[src/rtl/utf8lc_pkg.sv]
// Package for the UTF-8 line and column tracker.
// Holds the transaction payload types, the tracking state type and shared constants.
// Depends on nothing; every other file of the block imports it.
package utf8lc_pkg;

    // Width of the row and column counters and their saturation value.
    localparam int unsigned POS_WIDTH = 24;
    localparam logic [POS_WIDTH-1:0] POS_MAX = '1;

    // Depth of the result queue; a power of two.
    localparam int unsigned RES_DEPTH = 4;

    // Byte that ends a row.
    localparam logic [7:0] NEWLINE_BYTE = 8'h0A;

    // Input transaction: one byte of text.
    typedef struct packed {
        logic [7:0] text_byte;
        logic       final_byte;
    } t_in_item;

    // Output transaction: one position result.
    typedef struct packed {
        logic [POS_WIDTH-1:0] row;
        logic [POS_WIDTH-1:0] column;
        logic                 bad_encoding;
        logic                 end_position;
        logic                 run_end;
    } t_res_item;

    // Tracking state carried from byte to byte.
    typedef struct packed {
        logic [1:0]           pend;
        logic [POS_WIDTH-1:0] line;
        logic [POS_WIDTH-1:0] col;
        logic                 err;
    } t_trk_state;

    // Increment that stops at the top value.
    function automatic logic [POS_WIDTH-1:0] sat_inc(input logic [POS_WIDTH-1:0] v);
        return (v == POS_MAX) ? v : v + POS_WIDTH'(1);
    endfunction

endpackage

[src/rtl/utf8_line_column_tracker_unit.sv]
// UTF-8 line and column tracker. Takes one text byte per cycle when not stalled and
// reports the zero-based row and column of the character each byte belongs to, with a
// sticky bad-encoding flag; the last byte of a text adds an end-position result and
// clears the state. A result passes through the input register and then the
// four-entry result queue before it is offered. One byte per cycle is sustained while
// final bytes are spread out; the input register holds its byte whenever the result
// queue has fewer than two free entries. Output stall can cause this, and so can final
// bytes close together, since each gives two results and only one result leaves per
// cycle.
// Depends on utf8lc_pkg, utf8lc_step and utf8lc_res_fifo.
module utf8_line_column_tracker_unit (
    input  logic                  i_clk,
    input  logic                  i_rst_n,
    input  logic                  i_in_valid,
    output logic                  o_in_stall,
    input  utf8lc_pkg::t_in_item  i_item,
    output logic                  o_out_valid,
    input  logic                  i_out_stall,
    output utf8lc_pkg::t_res_item o_res
);
    import utf8lc_pkg::*;

    logic       r_in_valid;
    t_in_item   r_in;
    t_trk_state r_st;
    logic       n_in_valid;
    t_trk_state st_next;
    t_res_item  res0;
    t_res_item  res1;
    logic       two;
    logic       space2;
    logic       move;
    logic       accept;

    // The held byte moves on once the queue can take both possible results.
    assign move       = r_in_valid && space2;
    assign o_in_stall = r_in_valid && !move;
    assign accept     = i_in_valid && !o_in_stall;
    assign n_in_valid = accept ? 1'b1 : (move ? 1'b0 : r_in_valid);

    // Input register.
    always_ff @(posedge i_clk) begin
        if (!i_rst_n) begin
            r_in_valid <= 1'b0;
        end else begin
            r_in_valid <= n_in_valid;
        end
    end

    always_ff @(posedge i_clk) begin
        if (accept) begin
            r_in <= i_item;
        end
    end

    // Tracking state advances as each byte leaves the input register.
    always_ff @(posedge i_clk) begin
        if (!i_rst_n) begin
            r_st <= '0;
        end else if (move) begin
            r_st <= st_next;
        end
    end

    utf8lc_step u_step (
        .i_item  (r_in),
        .i_state (r_st),
        .o_state (st_next),
        .o_res0  (res0),
        .o_res1  (res1),
        .o_two   (two)
    );

    utf8lc_res_fifo u_fifo (
        .i_clk      (i_clk),
        .i_rst_n    (i_rst_n),
        .i_push     (move),
        .i_push_two (two),
        .i_d0       (res0),
        .i_d1       (res1),
        .i_pop      (!i_out_stall),
        .o_valid    (o_out_valid),
        .o_space2   (space2),
        .o_q        (o_res)
    );

endmodule

[src/rtl/utf8lc_step.sv]
// Combinational update of the tracker for one byte.
// Produces the next tracking state and the one or two results of the byte.
// Depends on utf8lc_pkg.
module utf8lc_step (
    input  utf8lc_pkg::t_in_item   i_item,
    input  utf8lc_pkg::t_trk_state i_state,
    output utf8lc_pkg::t_trk_state o_state,
    output utf8lc_pkg::t_res_item  o_res0,
    output utf8lc_pkg::t_res_item  o_res1,
    output logic                   o_two
);
    import utf8lc_pkg::*;

    logic [1:0]           pend;
    logic [POS_WIDTH-1:0] line;
    logic [POS_WIDTH-1:0] col;
    logic                 err;
    logic                 lead;
    logic [POS_WIDTH-1:0] pos_row;
    logic [POS_WIDTH-1:0] pos_col;
    logic [7:0]           b;

    assign b = i_item.text_byte;

    // Decode the byte against the open sequence and update the counters.
    always_comb begin
        pend    = i_state.pend;
        line    = i_state.line;
        col     = i_state.col;
        err     = i_state.err;
        lead    = 1'b1;
        pos_row = line;
        pos_col = col;

        // A continuation is due: either take it, or close the cut-off character.
        if (pend != 2'd0) begin
            if (b[7:6] == 2'b10) begin
                pend = pend - 2'd1;
                if (pend == 2'd0) begin
                    col = sat_inc(col);
                end
                lead = 1'b0;
            end else begin
                err  = 1'b1;
                pend = 2'd0;
                col  = sat_inc(col);
            end
        end

        // The byte starts a new character.
        if (lead) begin
            pos_row = line;
            pos_col = col;
            if (!b[7]) begin
                if (b == NEWLINE_BYTE) begin
                    line = sat_inc(line);
                    col  = '0;
                end else begin
                    col = sat_inc(col);
                end
            end else if (b[7:5] == 3'b110) begin
                pend = 2'd1;
            end else if (b[7:4] == 4'b1110) begin
                pend = 2'd2;
            end else if (b[7:3] == 5'b11110) begin
                pend = 2'd3;
            end else begin
                err = 1'b1;
                col = sat_inc(col);
            end
        end

        // At the end of the text a still open sequence counts as one bad character.
        if (i_item.final_byte && (pend != 2'd0)) begin
            err  = 1'b1;
            pend = 2'd0;
            col  = sat_inc(col);
        end
    end

    // Results of the byte, and the end position when the text closes.
    always_comb begin
        o_res0.row          = pos_row;
        o_res0.column       = pos_col;
        o_res0.bad_encoding = err;
        o_res0.end_position = 1'b0;
        o_res0.run_end      = !i_item.final_byte;

        o_res1.row          = line;
        o_res1.column       = col;
        o_res1.bad_encoding = err;
        o_res1.end_position = 1'b1;
        o_res1.run_end      = 1'b1;

        o_two = i_item.final_byte;

        if (i_item.final_byte) begin
            o_state = '0;
        end else begin
            o_state.pend = pend;
            o_state.line = line;
            o_state.col  = col;
            o_state.err  = err;
        end
    end

endmodule

[src/rtl/utf8lc_res_fifo.sv]
// Small result queue that takes one or two results per cycle and gives one.
// Parts the tracker from the output; input waits only while under two entries are free.
// Depends on utf8lc_pkg.
module utf8lc_res_fifo (
    input  logic                  i_clk,
    input  logic                  i_rst_n,
    input  logic                  i_push,
    input  logic                  i_push_two,
    input  utf8lc_pkg::t_res_item i_d0,
    input  utf8lc_pkg::t_res_item i_d1,
    input  logic                  i_pop,
    output logic                  o_valid,
    output logic                  o_space2,
    output utf8lc_pkg::t_res_item o_q
);
    import utf8lc_pkg::*;

    localparam int unsigned PTR_W = $clog2(RES_DEPTH);
    localparam int unsigned CNT_W = $clog2(RES_DEPTH + 1);

    t_res_item        r_mem [RES_DEPTH];
    logic [PTR_W-1:0] r_wr;
    logic [PTR_W-1:0] r_rd;
    logic [CNT_W-1:0] r_cnt;
    logic [PTR_W-1:0] n_wr;
    logic [PTR_W-1:0] n_rd;
    logic [CNT_W-1:0] n_cnt;
    logic [CNT_W-1:0] push_n;
    logic             pop_ok;

    assign o_valid  = (r_cnt != '0);
    assign o_space2 = (r_cnt <= CNT_W'(RES_DEPTH - 2));
    assign o_q      = r_mem[r_rd];
    assign pop_ok   = i_pop && o_valid;

    // Pointer and fill count bookkeeping.
    always_comb begin
        push_n = i_push ? (i_push_two ? CNT_W'(2) : CNT_W'(1)) : '0;
        n_wr   = r_wr + PTR_W'(push_n);
        n_rd   = pop_ok ? r_rd + PTR_W'(1) : r_rd;
        n_cnt  = r_cnt + push_n - (pop_ok ? CNT_W'(1) : CNT_W'(0));
    end

    always_ff @(posedge i_clk) begin
        if (!i_rst_n) begin
            r_wr  <= '0;
            r_rd  <= '0;
            r_cnt <= '0;
        end else begin
            r_wr  <= n_wr;
            r_rd  <= n_rd;
            r_cnt <= n_cnt;
        end
    end

    // Entry storage; the second result lands in the slot after the first.
    always_ff @(posedge i_clk) begin
        if (i_push) begin
            r_mem[r_wr] <= i_d0;
            if (i_push_two) begin
                r_mem[r_wr + PTR_W'(1)] <= i_d1;
            end
        end
    end

endmodule

[config.mk]
export PLATFORM = sky130hd
export DESIGN_NAME = utf8_line_column_tracker_unit
export DESIGN_NICKNAME = d
export VERILOG_FILES = /design/src/rtl/utf8lc_pkg.sv /design/src/rtl/utf8_line_column_tracker_unit.sv /design/src/rtl/utf8lc_step.sv /design/src/rtl/utf8lc_res_fifo.sv
export SDC_FILE = /design/constraint.sdc
export NUM_CORES = 1
export LEC_CHECK = 0
export BUFFER_PORTS_ARGS = -buffer_cell sky130_fd_sc_hd__buf_2
export CAP_MARGIN = 15
export CORE_MARGIN = 2
export CORE_UTILIZATION = 65
export CTS_CLUSTER_DIAMETER = 30
export CTS_CLUSTER_SIZE = 16
export DETAILED_ROUTE_END_ITERATION = 7
export PLACE_DENSITY_LB_ADDON = 0.1
export SLEW_MARGIN = 20
export SYNTH_ARGS = -nofsm -noshare
export SYNTH_HDL_FRONTEND = slang
export SYNTH_HIERARCHICAL = 1
export SYNTH_SLANG_ARGS = --single-unit
[constraint.sdc]
create_clock -name i_clk -period 12.8 [get_ports i_clk]
set_input_delay 2.56 -clock i_clk [delete_from_list [all_inputs] [get_ports i_clk]]
set_output_delay 2.56 -clock i_clk [all_outputs]
set_load 0.01 [all_outputs]
Word level (Yosys, flattened, before mapping)
Memories as Yosys holds them, arrays and structs flattened. A register that Yosys moved wholly into a read port is not among the register bits.
Cells that the tools add are included.
Widths: inputs -> output; s select.
Cells by class
  $add $sub $neg: 10
  order comparisons: 1
  equal/unequal tests: 9
  muxes and demuxes: 49
  reductions and logical operators: 14
Operators with widths (count)
  $mux 24: 18
  $add 24x1->24 const B: 4
  $eq 24x24->1 const B: 4
  $mux 51: 1
  $mux 2: 11
  $mux 1: 18
  $eq 8x4->1 const B: 1
  $reduce_bool 2->1: 3
  $eq 5x5->1 const B: 1
  $logic_and 1x1->1: 5
  $add 2x1->2 const B: 2
  $eq 4x4->1 const B: 1
  $logic_not 1->1: 4
  $add 3x3->3: 1
  $eq 3x3->1 const B: 1
  $le 3x2->1 const B: 1
  $mux 3: 1
  $reduce_bool 3->1: 1
  $sub 3x3->3: 1
  $add 2x2->2: 1
  $eq 2x2->1 const B: 1
  $logic_not 2->1: 1
  $sub 2x1->2 const B: 1
Word-level totals
  register bits after elaboration: 68
  RAM bits: 204
  word-level logic and storage cells: 94
  memories kept: 1
Memories
  u_fifo.r_mem: depth 4, bits a word 51, rd ports 1, clocked after memory_dff 1, wr ports 2, line utf8lc_res_fifo.sv:21  | t_res_item r_mem [RES_DEPTH];

Longest topological paths before layout
Gate-level depths: netlist (run 1).
  word-level depth: 16
  gate-level depth with buffers: 21
  mapped depth without buffers: 19

Modules after synthesis
The synthesis (run 1) kept the hierarchy.
Modules (own cells, without submodules)
  utf8lc_res_fifo: times used 1, cells an instance 549, area an instance 10582.6 um2, seq. area each 6306.0 um2
  utf8lc_step: times used 1, cells an instance 661, area an instance 4310.4 um2, seq. area each 0.0 um2
  utf8_line_column_tracker_unit: times used 1, cells an instance 248, area an instance 2466.1 um2, seq. area each 1311.3 um2

Least setup slack after synthesis (run 1)
No wires, ideal clock.
  path type: register to register
  start point: register r_st[2] in the netlist's numbering
  end point: memory u_fifo/r_mem[3][20] in the netlist's numbering, data pin
  data arrival time: 5509 ps
  data required time: 12540 ps
  path slack: 7031 ps
  cell stages (with the launch flop): 22
  buffers on the path: 3
  cells stage by stage: dfxtp_1 ha_1 clkbuf_1 nand3_1 nor3_2 a21oi_1 clkbuf_1 xor2_1 ha_1 o2111ai_1 a221oi_1 and2_1 buf_2 a211oi_1 a221o_1 ha_1 nand2_1 and3b_1 a21o_4 or4_1 xor2_1 mux2_4
RTL lines
  start, declared: line utf8_line_column_tracker_unit.sv:25  | t_trk_state r_st;
  start signal, assigned: line utf8_line_column_tracker_unit.sv:61  | r_st <= st_next;
  end, declared: line utf8lc_res_fifo.sv:21

==> results of run 1 <==
## critical path: stages, from the launching register on
cell and delay (ns):
dfxtp_1 0.53, ha_1 0.44, nand3_1 0.23, nor3_2 0.73, a21oi_1 0.43, xor2_1 0.39
ha_1 0.33, o2111ai_1 0.15, a221oi_1 0.63, nand2_1 0.40, o211ai_1 0.42, mux2i_1 0.29
nor4_2 0.51, nand4_1 0.26, a211oi_1 0.58, nand4b_1 0.19, xor2_1 0.22, mux2_2 0.31
## power groups by stage
stage	Clock (mW)	Sequential, mW	Combinational [mW]
2_1_floorplan	0	1.05	0.382
3_3_place_gp	0	1.09	0.491
3_5_place_dp	0	1.09	0.497
4_1_cts	1.48	1.08	0.501
5_1_grt	1.53	1.08	0.530
6_report	1.47	1.08	0.500
## worst max path at each step
stage	endpoint	cells past startpoint	start
2_1_floorplan	u_fifo/r_mem[3][20]	21	r_st[2]
6_report	u_fifo/r_mem[2][25]	17	r_st[1]
3_5_place_dp	u_fifo/r_mem[1][25]	17	r_st[1]
4_1_cts	u_fifo/r_mem[3][25]	17	r_st[1]
5_1_grt	u_fifo/r_mem[3][23]	17	r_st[1]
3_3_place_gp	u_fifo/r_mem[1][20]	18	r_st[1]
## flip-flops by register name, summed over array words and instances (netlist names), named ones only
name          flops
r_st             51
u_fifo/r_wr       2
r_in              9
r_in_valid        1
u_fifo/r_cnt      3
u_fifo/r_rd       2
u_fifo/r_mem    204
## cell type report
cell class | count | share of cell area [%]
Multi-Input combinational cell | 1038 | 45.8
Sequential cell | 274 | 39.3
Clock buffer | 71 | 7.72
Timing Repair Buffer | 82 | 2.37
Clock inverter | 34 | 2.27
Tap cell | 335 | 2.16
Inverter | 20 | 0.387
## cells by family after synthesis
family                   Yosys count
XOR/XNOR                         100
AND/OR/NAND/NOR                  487
multiplexers                     264
flip-flops                       274
other                              2
AO/OA/AOI/OAI                    173
buffers and inverters            147
adder cells (fa/ha/maj)           11
## cell usage in the layout, fill, tap and decap left out, types with 21 or more instances in the layout
| master | netlist | routed |
|---|---|---|
| o21ai_0 | 21 | 21 |
| edfxtp_1 | 213 | 213 |
| o21ai_2 | 49 | 49 |
| buf_2 | 29 | 64 |
| xor2_1 | 38 | 38 |
| mux2_4 | 50 | 50 |
| mux4_2 | 51 | 51 |
| nand4_1 | 71 | 71 |
| and2_1 | 50 | 49 |
| xnor2_1 | 61 | 61 |
| nand3_1 | 36 | 36 |
| nand2_1 | 124 | 124 |
| dfxtp_1 | 61 | 58 |
| nor2_1 | 95 | 93 |
| mux2_2 | 154 | 154 |
| clkbuf_16 | 0 | 57 |
## per-layer routing
layer	up-vias	GRT usage (%)	wire, µm
li1	5539	-	-
met1	6099	43.3	18400
met2	526	53.6	21700
met3	87	5.70	3290
met4	0	8.58	960
met5	-	0	0
==> out/metrics.yaml, run 1 <==
run:
  cap_viol_max_count: 0
synthesis:
  synthMuxAreaShare_pct: 21.5
  synth_commonest_cells: "edfxtp_1, mux2_2, nand2_1"
  synth_simple_gate_area_share_pct: 15.2
  ys_async_sr_fraction_pct: 0
  synth_edf_count: 213
  yosysTopAreaCell: "edfxtp_1"
  ys_dominant_reg_cell: "edfxtp_1"
  synth_seq_cells: 274
  synth_top_family_by_area: "multiplexers"
  avgSynthCellArea_um2: 11.9
  yosys_warnings: 6
  synth_top_area_share_pct: 36.8
  synth_area_leaders: "edfxtp_1, mux2_2, dfxtp_1, mux4_2, mux2_4"
  seq_area_frac_synth_pct: 43.9
  synthesis.instances: 1458
  synth_xor_area_share_pct: 5.09
  synth_adder_area_share_pct: 0.836
  syn_area_um2: 17400
  synth_compound_area_share_pct: 8.25
  yosys.cell_count.top_type: "edfxtp_1"
  yosysUniqueCellTypes: 89
layout:
  nFillCells: 1730
  multiInputGateArea_um2: 8890
  drive_gt1_share_pct: 34.8
  postLayoutCellArea_um2: 19400
  finalNetCount: 1496
  ff_latch_area_um2: 7630
  syn_to_final_growth_pct: 11.8
  final_util_pct: 74.3
  antenna_cells: 0
  stdcell_count: 1854
critical_path:
  critical_path.max_fanout: 11
  r2r-end: "u_fifo/r_mem[2][25]"
  r2r_cells: 17
  r2r_slack_ns: 5.52
  required_ns: 13.10
  startpoint_type: "flip-flop"
  cp-end-kind: "flip-flop"
  crit_arrival_ns: 7.59
  rr_startpoint: "r_st[1]"
  path_class: "flip-flop to flip-flop"
place:
  gp_congestion: 1.01
  post_dp_cell_area_um2: 17500
  dp.cells: 1749
  dp_hpwl_mm: 27.4
  portBuffers: 65
  dp_slack_ns: 5.73
outcome:
  status: "finished, violations left"
  violations: "design-rule violations"
sta:
  layout_min_cycle_time_ns: 7.28
  final_hold_viol_count: 0
  worst_slack_ns: 5.52
  period_share_pct: 56.9
  slew_headroom_pct: 26.6
  rsz0062_at_grt: "no"
  fmax_mhz: 137
  worst_hold_slack_ns: 0.466
  finalSetupTns_ns: 0
  setup_viol: 0
  final_max_slew_viol_count: 0
  worst_pin_slew_ns: 1.10
  fin_worst_skew_ns: 0.0248
grt:
  grt_max_degree: 112
  antenna_found_initial: 0
  grt_usage_pct: 32.0
  grt_pass1_vias: 12358
  grt_overflow_total: 0
  grt_pass1_wl_mm: 70.1
cts:
  cts_max_level: 2
  cts.path.max_buffers: 3
  clk-insertion-delay-late_ns: 0.57
  cts_sinks: 274
  clkSlewWorstSetupHoldPaths_ns: 0.05
  cts_buffers: 56
  cts_hold_buf: 0
  cts_resized: 0
  cts_tree: "done"
  cts_setup_buffers: 0
  cts_root_buf: "clkbuf_16"
die:
  core-area_um2: 26100
  die_h_um: 167
  die-area_um2: 28000
  row_count: 59
  start_util_pct: 66.4
  die_w_um: 167
  ios: 66
worst_hold_path:
  hold_class: "flip-flop to flip-flop"
  holdPathEnd: "r_st[0]"
  holdCritStartpoint: "r_st[0]"
  hold_depth: 2
routing:
  drt_iter0_drc: 1150
  drc: 6
  antenna_left: 0
  wire_per_inst_um: 23.9
  first_pass_iters: 7
  viasPerCell: 6.61
  wl_mm: 44.3
  via_count: 12251
power_and_ir_drop:
  vdd_ir_drop_max_mv: 0.131
  finalPower_mw: 3.04
  powerDensity_nw_per_um2: 157
  clockPowerShare_pct: 48.2
  sw_frac_of_total_pct: 26.7
  power.switching_uw: 814
  power_frac_comb_pct: 16.4
  intPower_mw: 2.23
  leakagePower_nw: 7.12
  pwr-share-seq_pct: 35.4
Note: power is estimated with default switching activity, not from simulation.
==> run 2: changes to the inputs <==
--- a/config.mk
+++ b/config.mk
@@ -8,7 +8,7 @@
 export BUFFER_PORTS_ARGS = -buffer_cell sky130_fd_sc_hd__buf_2
 export CAP_MARGIN = 15
 export CORE_MARGIN = 2
-export CORE_UTILIZATION = 65
+export CORE_UTILIZATION = 57
 export CTS_CLUSTER_DIAMETER = 30
 export CTS_CLUSTER_SIZE = 16
 export DETAILED_ROUTE_END_ITERATION = 7
==> constraint.sdc (replaced) <==
create_clock -name i_clk -period 6.7 [get_ports i_clk]
set_input_delay 1.34 -clock i_clk [delete_from_list [all_inputs] [get_ports i_clk]]
set_output_delay 1.34 -clock i_clk [all_outputs]
set_load 0.01 [all_outputs]
==> out/metrics.yaml, run 2 (synthesized netlist as in run 1, its figures left out) <==
power_and_ir_drop:
  sw_frac_of_total_pct: 27.6  # was 26.7%
  pwr-share-seq_pct: 35.4  # about the same
  power.switching_mw: 1.62  # was 814 µW
  clockPowerShare_pct: 48.7  # was 48.2%
  finalPower_mw: 5.87  # was 3.04 mW
  vdd_ir_drop_max_mv: 0.243  # was 0.131 mV
  powerDensity_nw_per_um2: 297  # was 157 nW/µm²
  intPower_mw: 4.26  # was 2.23 mW
  power_frac_comb_pct: 16.0  # was 16.4%
  leakagePower_nw: 7.32  # was 7.12 nW
die:
  core-area_um2: 29800  # was 26,100 µm²
  die-area_um2: 31900  # was 28,000 µm²
  die_h_um: 179  # was 167 µm
  row_count: 63  # was 59
  ios: 66  # unchanged
  start_util_pct: 58.3  # was 66.4%
  die_w_um: 179  # was 167 µm
sta:
  worst_hold_slack_ns: 0.485  # was 0.466 ns
  rsz0062_at_grt: "no"  # unchanged
  worst_pin_slew_ns: 1.11  # was 1.10 ns
  fin_worst_skew_ns: 0.0234  # was 0.0248 ns
  period_share_pct: 93.9  # was 56.9%
  final_max_slew_viol_count: 0  # unchanged
  slew_headroom_pct: 25.0  # was 26.6%
  fmax_mhz: 159  # was 137 MHz
  final_hold_viol_count: 0  # unchanged
  layout_min_cycle_time_ns: 6.29  # was 7.28 ns
  setup_viol: 0  # unchanged
  worst_slack_ns: 0.410  # was 5.52 ns
  finalSetupTns_ns: 0  # unchanged
routing:
  first_pass_iters: 5  # was 7
  wl_mm: 46.2  # was 44.3 mm
  viasPerCell: 6.36  # was 6.61
  drt_iter0_drc: 1175  # was 1,150
  antenna_left: 0  # unchanged
  wire_per_inst_um: 23.8  # was 23.9 µm
  drc: 0  # was 6
  via_count: 12359  # was 12,251
layout:
  reg_top3: "u_fifo/r_mem (204), r_st (51), r_in (9)"  # unchanged
  antenna_cells: 0  # unchanged
  drive_gt1_share_pct: 36.8  # was 34.8%
  postLayoutCellArea_um2: 19800  # was 19,400 µm²
  finalNetCount: 1530  # was 1,496
  final_common_cell: "edfxtp_1"  # unchanged
  layout_common_cells: "edfxtp_1, mux2_2, nand2_1"  # unchanged
  final_util_pct: 66.4  # was 74.3%
  largest_reg_flops: 204  # unchanged
  top_register: "u_fifo/r_mem"  # unchanged
  syn_to_final_growth_pct: 13.9  # was 11.8%
  stdcell_count: 1943  # was 1,854
cts:
  cts_tree: "done"  # unchanged
  cts_hold_buf: 0  # unchanged
  cts_root_buf: "clkbuf_16"  # unchanged
  cts_resized: 0  # unchanged
  cts_max_level: 2  # unchanged
  cts.path.max_buffers: 3  # unchanged
  cts_buffers: 55  # was 56
  clkSlewWorstSetupHoldPaths_ns: 0.05  # about the same
  cts_setup_buffers: 0  # unchanged
  clk-insertion-delay-late_ns: 0.57  # about the same
  cts_sinks: 274  # unchanged
grt:
  grt_pass1_vias: 12536  # was 12,358
  grt.met1_usage_pct: 40.2  # was 43.3%
  antenna_found_initial: 0  # unchanged
  grt_pass1_wl_mm: 72.2  # was 70.1 mm
  grt_max_degree: 92  # was 112
  grtUsageMet3_pct: 4.01  # was 5.70%
  grt_overflow_total: 0  # unchanged
  grt_usage_pct: 29.6  # was 32.0%
  grt_use_met2_pct: 49.3  # was 53.6%
  busiest_layer: "met2"  # unchanged
critical_path:
  r2r_slack_ns: 0.41  # was 5.52 ns
  path_class: "flip-flop to flip-flop"  # unchanged
  required_ns: 7.12  # was 13.10 ns
  cp-end-kind: "flip-flop"  # unchanged
  startpoint_type: "flip-flop"  # unchanged
  critical_path.max_fanout: 11  # unchanged
  crit_arrival_ns: 6.71  # was 7.59 ns
place:
  dp_slack_ns: 0.622  # was 5.73 ns
  gp_congestion: 1.02  # was 1.01
  portBuffers: 65  # unchanged
  post_dp_cell_area_um2: 17800  # was 17,500 µm²
  dp_hpwl_mm: 29.7  # was 27.4 mm
  dp.cells: 1839  # was 1,749
worst_hold_path:
  hold_class: "flip-flop to flip-flop"  # unchanged
outcome:
  status: "complete, no violations"  # was finished, violations left
run:
  cap_viol_max_count: 0  # unchanged
## run 2: final cells by class
| type | count | area, µm² |
|---|---|---|
| clock inverter | 43 | 547 |
| sequential | 274 | 7630 |
| inverter | 20 | 75.1 |
| tap | 390 | 488 |
| clock buffer | 61 | 1440 |
| multi-input combinational | 1038 | 8880 |
| fill | 2197 | 10000 |
| timing repair buffer | 117 | 718 |
## run 2: path summary, 6_finish.rpt
| check | start | to | cells past startpoint |
|---|---|---|---|
| worst min-delay path | r_st[0] | r_st[0] | 2 |
| worst max register to register | r_in[8] | u_fifo/r_mem[3][6] | 14 |
| worst min register to register | r_st[0] | r_st[0] | 2 |
| worst max-delay path | r_in[8] | u_fifo/r_mem[3][6] | 14 |
## run 2: power groups by stage
stage          clock network [mW]  logic (mW)  registers, mW
2_1_floorplan                   0       0.730           2.00
3_3_place_gp                    0       0.936           2.10
3_5_place_dp                    0       0.943           2.11
4_1_cts                      2.90       0.950           2.08
5_1_grt                      2.97        1.01           2.10
6_report                     2.86       0.939           2.08
## run 2: worst max-delay path: stages, from the launching register on
cell,delay [ns]
edfxtp_1,0.53
nor3b_1,0.28
or4_1,0.70
a21oi_1,0.42
xor2_1,0.53
nand2_1,0.21
or4_1,0.58
a2111oi_0,0.54
xnor2_1,0.22
nor4_1,0.73
and4_4,0.42
a21o_4,0.18
nor2_1,0.06
xnor2_1,0.48
mux2_4,0.26
## run 2: routing by layer
layer	wire [µm]	vias up
met2	22500	472
met3	2970	79
met4	1070	0
li1	-	5623
met5	0	-
met1	19700	6185
